<file path="src/hdl/gps_binary_frame_checker_macros.svh">
// Assertion helpers shared by the frame checker modules.
// Each macro expects a clock named clk_i and an active-low reset named rst_ni.
`ifndef GPS_BINARY_FRAME_CHECKER_MACROS_SVH
`define GPS_BINARY_FRAME_CHECKER_MACROS_SVH

// Property checked on every rising clock edge outside reset.
`define GBFC_ASSERT(label, prop, msg) \
  label: assert property (@(posedge clk_i) disable iff (!rst_ni) (prop)) else $error(msg);

// Implication checked on every rising clock edge outside reset.
`define GBFC_ASSERT_IMPL(label, ante, cons, msg) \
  label: assert property (@(posedge clk_i) disable iff (!rst_ni) (ante) |-> (cons)) \
    else $error(msg);

// Implication whose consequence is checked in the cycle after the antecedent.
`define GBFC_ASSERT_NEXT(label, ante, cons, msg) \
  label: assert property (@(posedge clk_i) disable iff (!rst_ni) (ante) |=> (cons)) \
    else $error(msg);

`endif

</file>
<file path="src/hdl/gbfc_pkg.sv">
package gbfc_pkg;

  // Configuration register file.
  localparam int unsigned CfgIdxW = 1;
  localparam logic [CfgIdxW-1:0] CfgFirstSync  = 1'd0;
  localparam logic [CfgIdxW-1:0] CfgSecondSync = 1'd1;

  localparam logic [7:0] FirstSyncRst  = 8'hD0;
  localparam logic [7:0] SecondSyncRst = 8'hDD;

  // Sync byte values as held in the register file.
  typedef struct packed {
    logic [7:0] first_sync;
    logic [7:0] second_sync;
  } gbfc_cfg_t;

  // One result per received byte.
  typedef struct packed {
    logic       body_valid;
    logic [5:0] body_index;
    logic [7:0] body_byte;
    logic       frame_end;
    logic       frame_good;
  } gbfc_result_t;

  // Frame hunting phases.
  typedef enum logic [2:0] {
    PhHunt = 3'b001,
    PhSync = 3'b010,
    PhBody = 3'b100
  } gbfc_phase_e;

endpackage

</file>
<file path="src/hdl/gbfc_frame_core.sv">
`include "gps_binary_frame_checker_macros.svh"

module gbfc_frame_core #(
  parameter int unsigned FRAME_LEN = 35
) (
  input  logic                   clk_i,
  input  logic                   rst_ni,
  input  logic                   step_i,
  input  logic [7:0]             rx_byte_i,
  input  gbfc_pkg::gbfc_cfg_t    cfg_i,
  output gbfc_pkg::gbfc_result_t result_o
);
  import gbfc_pkg::*;

  // Index of the first check byte (the sums stop below it), and of the final body byte.
  localparam logic [6:0] SumEnd  = 7'(FRAME_LEN - 2);
  localparam logic [6:0] LastIdx = 7'(FRAME_LEN - 1);

  gbfc_phase_e  phase_q, phase_d;
  logic [7:0]   sum_first_q, sum_first_d;
  logic [7:0]   sum_second_q, sum_second_d;
  logic [5:0]   count_q, count_d;
  logic [7:0]   held_q, held_d;
  logic [6:0]   pos;

  assign pos = {1'b0, count_q};

  // Next state and the result for the current byte.
  always_comb begin
    phase_d      = phase_q;
    sum_first_d  = sum_first_q;
    sum_second_d = sum_second_q;
    count_d      = count_q;
    held_d       = held_q;
    result_o     = '0;
    case (phase_q)
      PhSync: begin
        if (rx_byte_i == cfg_i.second_sync) begin
          phase_d = PhBody;
        end else begin
          phase_d      = PhHunt;
          sum_first_d  = '0;
          sum_second_d = '0;
          count_d      = '0;
        end
      end
      PhBody: begin
        result_o.body_valid = 1'b1;
        result_o.body_index = count_q;
        result_o.body_byte  = rx_byte_i;
        if (pos < SumEnd) begin
          sum_first_d  = sum_first_q + rx_byte_i;
          sum_second_d = sum_second_q + sum_first_d;
        end else if (pos == SumEnd) begin
          held_d = rx_byte_i;
        end
        if (pos >= LastIdx) begin
          result_o.frame_end  = 1'b1;
          result_o.frame_good = (sum_first_q == held_q) && (sum_second_q == rx_byte_i);
          phase_d      = PhHunt;
          sum_first_d  = '0;
          sum_second_d = '0;
          count_d      = '0;
        end else begin
          count_d = count_q + 6'd1;
        end
      end
      default: begin
        phase_d = (rx_byte_i == cfg_i.first_sync) ? PhSync : PhHunt;
      end
    endcase
  end

  // Frame state advances once per processed byte.
  always_ff @(posedge clk_i or negedge rst_ni) begin
    if (!rst_ni) begin
      phase_q      <= PhHunt;
      sum_first_q  <= '0;
      sum_second_q <= '0;
      count_q      <= '0;
    end else if (step_i) begin
      phase_q      <= phase_d;
      sum_first_q  <= sum_first_d;
      sum_second_q <= sum_second_d;
      count_q      <= count_d;
    end
  end

  // The stored check byte is only read after it has been written.
  always_ff @(posedge clk_i) begin
    if (step_i) begin
      held_q <= held_d;
    end
  end

  `GBFC_ASSERT_IMPL(a_end_in_body, result_o.frame_end, result_o.body_valid,
                    "frame end outside a frame body")
  `GBFC_ASSERT_IMPL(a_end_at_last, result_o.frame_end,
                    {1'b0, result_o.body_index} == LastIdx,
                    "frame end at the wrong body index")
  `GBFC_ASSERT(a_count_range, pos <= LastIdx, "body count beyond the frame length")

endmodule

</file>
<file path="config.mk">
export PLATFORM = sky130hd
export DESIGN_NAME = gbfc_frame_core
export DESIGN_NICKNAME = d
export VERILOG_FILES = /design/src/hdl/gbfc_pkg.sv /design/src/hdl/gbfc_frame_core.sv
export VERILOG_INCLUDE_DIRS = /design/src /design/src/hdl
export SDC_FILE = /design/constraint.sdc
export NUM_CORES = 1
export LEC_CHECK = 0
export BUFFER_PORTS_ARGS = -buffer_cell sky130_fd_sc_hd__clkbuf_2
export CORE_ASPECT_RATIO = 1.25
export CORE_MARGIN = 5
export CORE_UTILIZATION = 40
export CTS_CLUSTER_DIAMETER = 30
export DETAILED_ROUTE_END_ITERATION = 8
export GPL_TIMING_DRIVEN = 0
export SYNTH_ARGS = -nofsm -noshare
export SYNTH_HDL_FRONTEND = slang
export SYNTH_SLANG_ARGS = --single-unit
</file>
<file path="constraint.sdc">
create_clock -name clk_i -period 7.6 [get_ports clk_i]
set_input_delay 0.76 -clock clk_i [delete_from_list [all_inputs] [get_ports clk_i]]
set_output_delay 0.76 -clock clk_i [all_outputs]
set_load 0.005 [all_outputs]
</file>
### Yosys cells after proc, flatten, opt, wreduce, memory -nomap -nowiden

Cells that the tools add are included.

| word-level totals | value |
|---|---|
| memories | 0 |
| logic and storage cells | 43 |
| bits in latches | 0 |
| bits in read-only memories | 0 |
| register bits after elaboration | 33 |
| bits in writable memories | 0 |
| output and inout port bits | 17 |

| cells by class | value |
|---|---|
| reduce and logical (&&, ||, !) cells | 6 |
| bitwise logic cells | 1 |
| eq/ne operators | 10 |
| shift operators | 0 |
| mux-type cells | 16 |
| multipliers | 0 |
| add/sub/neg operators | 3 |
| order comparisons | 2 |
| div/mod/pow operators | 0 |

Operators with widths:

| operator | count |
|---|---|
| 2-to-1 mux 8 bit | 5 |
| == test 8 bit | 4 |
| case mux 8 bit (2 select lines) | 2 |
| 2-to-1 mux 17 bit | 1 |
| adder 8 bit | 2 |
| 2-to-1 mux 6 bit | 2 |
| case mux 6 bit (2 select lines) | 1 |
| AND reduction 4 bit | 2 |
| adder 6 x 1 -> 6 bit (second input constant) | 1 |
| == test 6 bit (second input constant) | 1 |
| >= comparator 6 bit (second input constant) | 1 |
| less-than comparator 6 bit (second input constant) | 1 |
| 2-to-1 mux 3 bit | 2 |
| case mux 3 bit (2 select lines) | 1 |
| 2-to-1 mux 2 bit | 2 |
| != test 2 bit (second input constant) | 2 |
| == test 3 x 2 -> 1 bit (second input constant) | 1 |
| == test 3 bit (second input constant) | 1 |
| != test 3 bit (second input constant) | 1 |
| AND reduction 3 bit | 1 |
| AND reduction 2 bit | 1 |
| nonzero test 2 bit | 1 |
| logical AND 1 bit | 1 |
| NOT 1 bit | 1 |

### Logic depth before layout (Yosys ltp)

Gate-level depths: netlist of the first run.

| depth | value |
|---|---|
| depth in word-level cells | 5 |
| depth in mapped cells | 13 |

### Worst setup path before layout of the first run

OpenSTA, ideal clock, no wires.

| path | value |
|---|---|
| path kind | in2reg |
| start | input rx_byte_i[0] |
| end | register sum_second_q[7] |
| library setup time | 138 ps |
| setup slack | 4,433 ps |
| data arrival time | 3,029 ps |
| buffers on the path | 0 |
| required time | 7,462 ps |
| stages | 13 |
| path through | ha_1 fa_1 a21o_1 a21oi_1 o21ai_0 xor2_1 ha_1 o21a_1 o2bb2ai_1 a21oi_1 and3_1 mux2i_1 o311ai_2 |

| between the ends | value |
|---|---|
| cells in the longest elaborated chain, start to end | 5 |

RTL lines:

| what | line | RTL |
|---|---|---|
| start: declaration | gbfc_frame_core.sv:9 | `input logic [7:0] rx_byte_i,` |
| adder 8 bit | gbfc_frame_core.sv:52 | `sum_first_d = sum_first_q + rx_byte_i;` |
| adder 8 bit | gbfc_frame_core.sv:53 | `sum_second_d = sum_second_q + sum_first_d;` |
| 2-to-1 mux 8 bit | gbfc_frame_core.sv:51 | `if (pos < SumEnd) begin` |
| 2-to-1 mux 8 bit | gbfc_frame_core.sv:57 | `if (pos >= LastIdx) begin` |
| case mux 8 bit (2 select lines) | gbfc_frame_core.sv:36 | `case (phase_q)` |
| end signal: assignment | gbfc_frame_core.sv:84 | `sum_second_q <= sum_second_d;` |
| end: declaration | gbfc_frame_core.sv:21 | `logic [7:0] sum_second_q, sum_second_d;` |

Several ways; a longest one is shown, not always the timed one. The select of a mux whose other input is x is not followed.
A chain may end at the register's enable or synchronous reset.

### Worst setup path after layout of the first run

Ends and elaborated chain as after synthesis.

==> flow_summary.json, run 1 <==
{
  "syn_inst": 252,
  "antenna_cells": 0,
  "async_flop_share": 0.7576,
  "slew_headroom": 0.5767,
  "ys_ff_latch": 33,
  "clockRootBuffer": "clkbuf_8",
  "antenna_found_initial": 0,
  "final_util": 0.4843,
  "power_frac_comb": 0.115,
  "synth_top_area_frac": 0.2469,
  "vias": 1918,
  "hold_class": "in2async",
  "area_delta_synth_final_pct": 16.62,
  "drive_gt1_frac": 0.2152,
  "cts.sinks": 33,
  "drc_errors": 0,
  "ctsHoldBuffers": 0,
  "worstSetupPathType": "in2reg",
  "seqPwrFrac": 0.516,
  "p_per_area_nw_per_um2": 126.8,
  "clk_path_buf_depth": 2,
  "reg2reg_slack_ns": 4.53,
  "tns_ns": 0,
  "synthTopCellsByArea": "dfrtp_1 (25%), xor2_1 (13%), edfxtp_1 (9.9%)",
  "portBuffers": 43,
  "yosys.area.top_type": "dfrtp_1",
  "place_inst": 377,
  "final_cell_count_no_fill": 384,
  "place_ws_ns": 3.980,
  "fp-row-count": 31,
  "grt_pass1_wl_mm": 9.508,
  "r2r-end": "sum_second_q[7]$_DFFE_PN0P_",
  "power.share.clock": 0.369,
  "cts_setup_buffers": 0,
  "nets": 348,
  "cts_htree_levels": 2,
  "die_y_um": 97.19,
  "clk_pin_slew_worst_paths_ns": 0.06,
  "insertion_delay_ns": 0.28,
  "viasPerCell": 4.995,
  "critPathMaxFanout": 6,
  "design_area_um2": 2836,
  "synth.distinct_cells": 45,
  "gr-total-overflow": 0,
  "io_pins": 44,
  "synth_common_cells": "xor2_1 (36), nand2_1 (31), dfrtp_1 (24)",
  "synth_nets": 298,
  "die_area_um2": 7750,
  "rsz0062_at_grt": "no",
  "rr_worst_depth": 13,
  "core_um2": 5857,
  "yosysMostFrequentCell": "xor2_1",
  "dp_hpwl_mm": 4.565,
  "yosysWarnings": 0,
  "cap_violations": 0,
  "start_util": 0.4153,
  "n_fill_cell": 546,
  "drtIter0Drc": 65,
  "peakVddDrop_mv": 0.04628,
  "max_freq_mhz": 301.5,
  "hold_viol_final": 0,
  "tritoncts": "done",
  "cts_resized": 0,
  "p_leak_nw": 1.382,
  "cp_data_arrival_time_ns": 3.47,
  "synth_edf_count": 8,
  "p_sw_frac": 0.2412,
  "grt_pass1_vias": 1955,
  "fin_ws_ns": 4.284,
  "outcome": "finished, final reports clean",
  "seq_area_frac_synth": 0.3565,
  "switchingPower_mw": 0.08674,
  "p_int_mw": 0.2729,
  "drt_wl_total_mm": 5.624,
  "tightestPinTransition_ns": 0.6350,
  "drt_first_pass_iters": 4,
  "drv_slew": 0,
  "period_needed_ns": 3.316,
  "clock-skew-final_ns": 0.005675,
  "min_period_over_period": 0.4364,
  "gp_congestion": 0.7926,
  "syn-cell-area_um2": 2432,
  "wire_per_inst_um": 14.65,
  "avgSynthCellArea_um2": 9.652,
  "grt_use_total": 0.1553,
  "start_kind": "input port",
  "setup_viol": 0,
  "synth_flop_cell": "dfrtp_1",
  "end_kind": "register",
  "crit_required_ns": 7.76,
  "antenna_left": 0,
  "placed_cell_area_um2": 2750,
  "cts_buffers": 5,
  "dieWidth_um": 79.75,
  "rr_startpoint": "sum_first_q[0]$_DFFE_PN0P_",
  "grt_max_degree": 26
}
cell usage in the layout, fill, tap and decap left out, types with 3 or more instances in the layout:
master     netlist  final
nor4_1           9      9
o2bb2ai_1        3      3
xor2_1          36     36
o21ai_0         15     15
buf_2            3      3
nor3_1           4      4
clkbuf_8         0      6
a21o_1           5      5
o31ai_1          5      5
buf_6            3      3
edfxtp_1         8      8
ha_1            17     17
xnor2_1          9      9
dfrtp_1         24     24
nor2b_1          3      3
clkbuf_2         0     43
nand3_1          3      3
nand4_1          3      3
and2_1          15     15
inv_1           11     11
nand2_1         31     31
nor2_1           6      6
a21oi_1          8      8
through the flow:
stage,hold WS [ns],power [mW]
3_5_place_dp,0.5332,0.2310
5_1_grt,0.5446,0.3753
4_1_cts,0.5240,0.3634
6_report,0.4875,0.3596
2_1_floorplan,0.4644,0.2118
3_3_place_gp,0.5099,0.2302
sequential cells by signal, summed over array words and instances, names as in the netlist:
| signal | cells |
|---|---|
| sum_first_q | 8 |
| count_q | 6 |
| sum_second_q | 8 |
| phase_q | 3 |
| held_q | 8 |
kinds of logic after synthesis:
family	after synthesis	share of synthesized area
buf+inv	19	0.04166
compound gates	50	0.1420
xor+xnor	45	0.1620
fa+ha+maj	19	0.1039
mux	2	0.008231
flops	33	0.3565
simple gates	84	0.1857
routing by layer:
| layer | share of wire | global-route usage | vias to the layer above | wire, µm |
|---|---|---|---|---|
| met2 | 0.48 | 0.2617 | 43 | 2710 |
| met1 | 0.46 | 0.1995 | 888 | 2609 |
| li1 | - | - | 980 | - |
| met5 | 0 | 0 | - | 0 |
| met3 | 0.041 | 0.02412 | 7 | 232 |
| met4 | 0.013 | 0.05332 | 0 | 71 |
power by group through the flow:
stage | combinational (mW) | clock [mW] | sequential, mW
after floorplan | 0.0232 | 0 | 0.189
after global placement | 0.0412 | 0 | 0.189
after detailed placement | 0.0419 | 0 | 0.189
after CTS | 0.0422 | 0.136 | 0.186
after global routing | 0.0467 | 0.143 | 0.186
final | 0.0414 | 0.133 | 0.186
worst max path at each step:
stage          slack, ns  cells past startpoint         start                          end
2_1_floorplan       4.43                     13  rx_byte_i[0]  sum_second_q[7]$_DFFE_PN0P_
3_3_place_gp        4.00                     14  rx_byte_i[0]  sum_second_q[7]$_DFFE_PN0P_
3_5_place_dp        3.98                     14  rx_byte_i[0]  sum_second_q[7]$_DFFE_PN0P_
4_1_cts             4.28                     14  rx_byte_i[0]  sum_second_q[7]$_DFFE_PN0P_
5_1_grt             4.01                     14  rx_byte_i[0]  sum_second_q[7]$_DFFE_PN0P_
6_report            4.28                     14  rx_byte_i[0]  sum_second_q[7]$_DFFE_PN0P_
critical path, stage by stage:
cell,delay (ns)
clkbuf_2,0.15
ha_1,0.25
fa_1,0.41
a21o_1,0.17
a21oi_1,0.23
o21ai_0,0.16
xor2_1,0.23
ha_1,0.29
o21a_1,0.11
o2bb2ai_1,0.11
a21oi_1,0.10
and3_1,0.23
mux2i_1,0.16
o311ai_2,0.11
area by class of cell:
class,instances,area (µm²),area share
plain buffers,8,60.06,0.02117
clock buffers,7,86.33,0.03044
inverters,11,41.29,0.01456
multi-input cells,200,1464,0.5161
flip-flops and latches,33,867.1,0.3057
well taps,82,102.6,0.03617
repair buffers,43,215.2,0.07587
No activity file was read; power rests on OpenSTA's default activity.
==> run 2, diff against run 1 <==
==> constraint.sdc (replaced) <==
create_clock -name clk_i -period 3.2 [get_ports clk_i]
set_input_delay 0.32 -clock clk_i [delete_from_list [all_inputs] [get_ports clk_i]]
set_output_delay 0.32 -clock clk_i [all_outputs]
set_load 0.005 [all_outputs]
==> flow_summary.json, run 2 (synthesis gave the netlist of run 1 again) <==
{
  "start_util": 0.4153,
  "peakVddDrop_mv": 0.1106,
  "wire_per_inst_um": 14.72,
  "placed_cell_area_um2": 2750,
  "crit_required_ns": 3.35,
  "path_cells": "ha_1 > fa_1 > a21o_1 > a21oi_2 > o21ai_1 > xor2_1 > ha_1 > o21a_1 > o2bb2ai_1 > a21oi_2 > and3_1 > mux2i_1 > o311ai_2",
  "die_area_um2": 7750,
  "core_um2": 5857,
  "worstSetupStartpoint": "sum_first_q[0]$_DFFE_PN0P_",
  "layout_commonest_cell": "clkbuf_2",
  "clockRootBuffer": "clkbuf_8",
  "insertion_delay_ns": 0.28,
  "p_leak_nw": 1.388,
  "grt_max_degree": 26,
  "reg_top3": "held_q (8), sum_first_q (8), sum_second_q (8)",
  "p_per_area_nw_per_um2": 299.8,
  "drt_first_pass_iters": 4,
  "tightestPinTransition_ns": 0.6392,
  "min_period_over_period": 0.9374,
  "drt_wl_total_mm": 5.669,
  "rr_worst_depth": 13,
  "grt_pass1_wl_mm": 9.508,
  "cts_buffers": 5,
  "cts_htree_levels": 2,
  "place_inst": 377,
  "clk_pin_slew_worst_paths_ns": 0.06,
  "end_kind": "register",
  "cts.sinks": 33,
  "finalPower_mw": 0.8550,
  "area_delta_synth_final_pct": 17.23,
  "tns_ns": 0,
  "design_area_um2": 2851,
  "grt_pass1_vias": 1955,
  "critical_path.max_stage_delay_ns": 0.41,
  "final_cell_mix": "clkbuf_2 (43), xor2_1 (36), nand2_1 (31), dfrtp_1 (24), ha_1 (17)",
  "io_pins": 44,
  "drtIter0Drc": 82,
  "slew_headroom": 0.5739,
  "setup_viol": 0,
  "ctsHoldBuffers": 0,
  "drv_slew": 0,
  "final_cell_count_no_fill": 385,
  "cap_violations": 0,
  "tritoncts": "done",
  "drc_errors": 0,
  "antenna_left": 0,
  "critPathMaxFanout": 3,
  "max_freq_mhz": 333.4,
  "antenna_found_initial": 0,
  "cp_data_arrival_time_ns": 3.15,
  "dp_hpwl_mm": 4.565,
  "grt_use_total": 0.1553,
  "portBuffers": 43,
  "hold_viol_final": 0,
  "viasPerCell": 5.026,
  "rr_startpoint": "sum_first_q[0]$_DFFE_PN0P_",
  "worstSetupPathType": "reg2reg",
  "gr-total-overflow": 0,
  "period_needed_ns": 3.000,
  "crit_slowest_cell": "dfrtp_1",
  "die_y_um": 97.19,
  "clk_path_buf_depth": 2,
  "clock-skew-final_ns": 0.005394,
  "outcome": "finished, final reports clean",
  "vias": 1935,
  "start_kind": "register",
  "hold_class": "in2async",
  "drive_gt1_frac": 0.2244,
  "fp-row-count": 31,
  "reg2reg_slack_ns": 0.20,
  "nets": 349,
  "dieWidth_um": 79.75,
  "final_util": 0.4869,
  "gp_congestion": 0.7926,
  "antenna_cells": 0
}
-- run 2: metrics by stage --
step / worst slack (ns) / hold slack (ns)
after floorplan: 0.4086 / 0.02441
after global routing: -0.002266 / 0.1046
after detailed placement: 0.01997 / 0.3874
after global placement: 0.04172 / 0.3863
final: 0.2003 / 0.05040
after CTS: 0.1196 / 0.08402
-- run 2: metal layers --
layer | share of wire | up-vias | GRT usage
li1 | - | 982 | -
met1 | 0.46 | 900 | 0.1995
met2 | 0.48 | 46 | 0.2617
met3 | 0.047 | 7 | 0.02412
met4 | 0.013 | 0 | 0.05332
met5 | 0 | - | 0
-- run 2: path summary, 6_finish.rpt --
path / to
max: sum_second_q[7]$_DFFE_PN0P_
min: sum_second_q[0]$_DFFE_PN0P_
max reg2reg: sum_second_q[7]$_DFFE_PN0P_
min reg2reg: sum_first_q[2]$_DFFE_PN0P_
max in group asynchronous: phase_q[1]$_DFFE_PN0P_
min in group clk_i: phase_q[0]$_DFFE_PN1P_
-- run 2: layout make-up --
class / instances / area, µm²
Fill cell: 548 / 3005
Inverter: 11 / 41.29
Sequential cell: 33 / 867.1
Buffer: 8 / 60.06
Multi-Input combinational cell: 200 / 1471
Clock buffer: 7 / 86.33
Tap cell: 82 / 102.6
Timing Repair Buffer: 44 / 222.7
-- run 2: where the power goes --
part	internal [mW]	switching, mW	leakage [nW]
clock	0.171	0.144	0.0443
sequential	0.436	0.00485	0.400
combinational	0.0423	0.0573	0.944
-- run 2: worst max-delay path: cells and delay by family, from the launching register on --
family	cells	cell delay (ns)
AOI/OAI and AO/OA	7	0.95
xor gates and xnor gates	1	0.24
adders and majority gates	3	0.92
DFF	1	0.41
muxes	1	0.16
and+or+nand+nor	1	0.21
-- run 2: timing repair --
| action | CTS | global route |
|---|---|---|
| resized for setup | 0 | 3 |
| setup buffers | 0 | 1 |
| setup endpoints to repair | 0 | 1 |
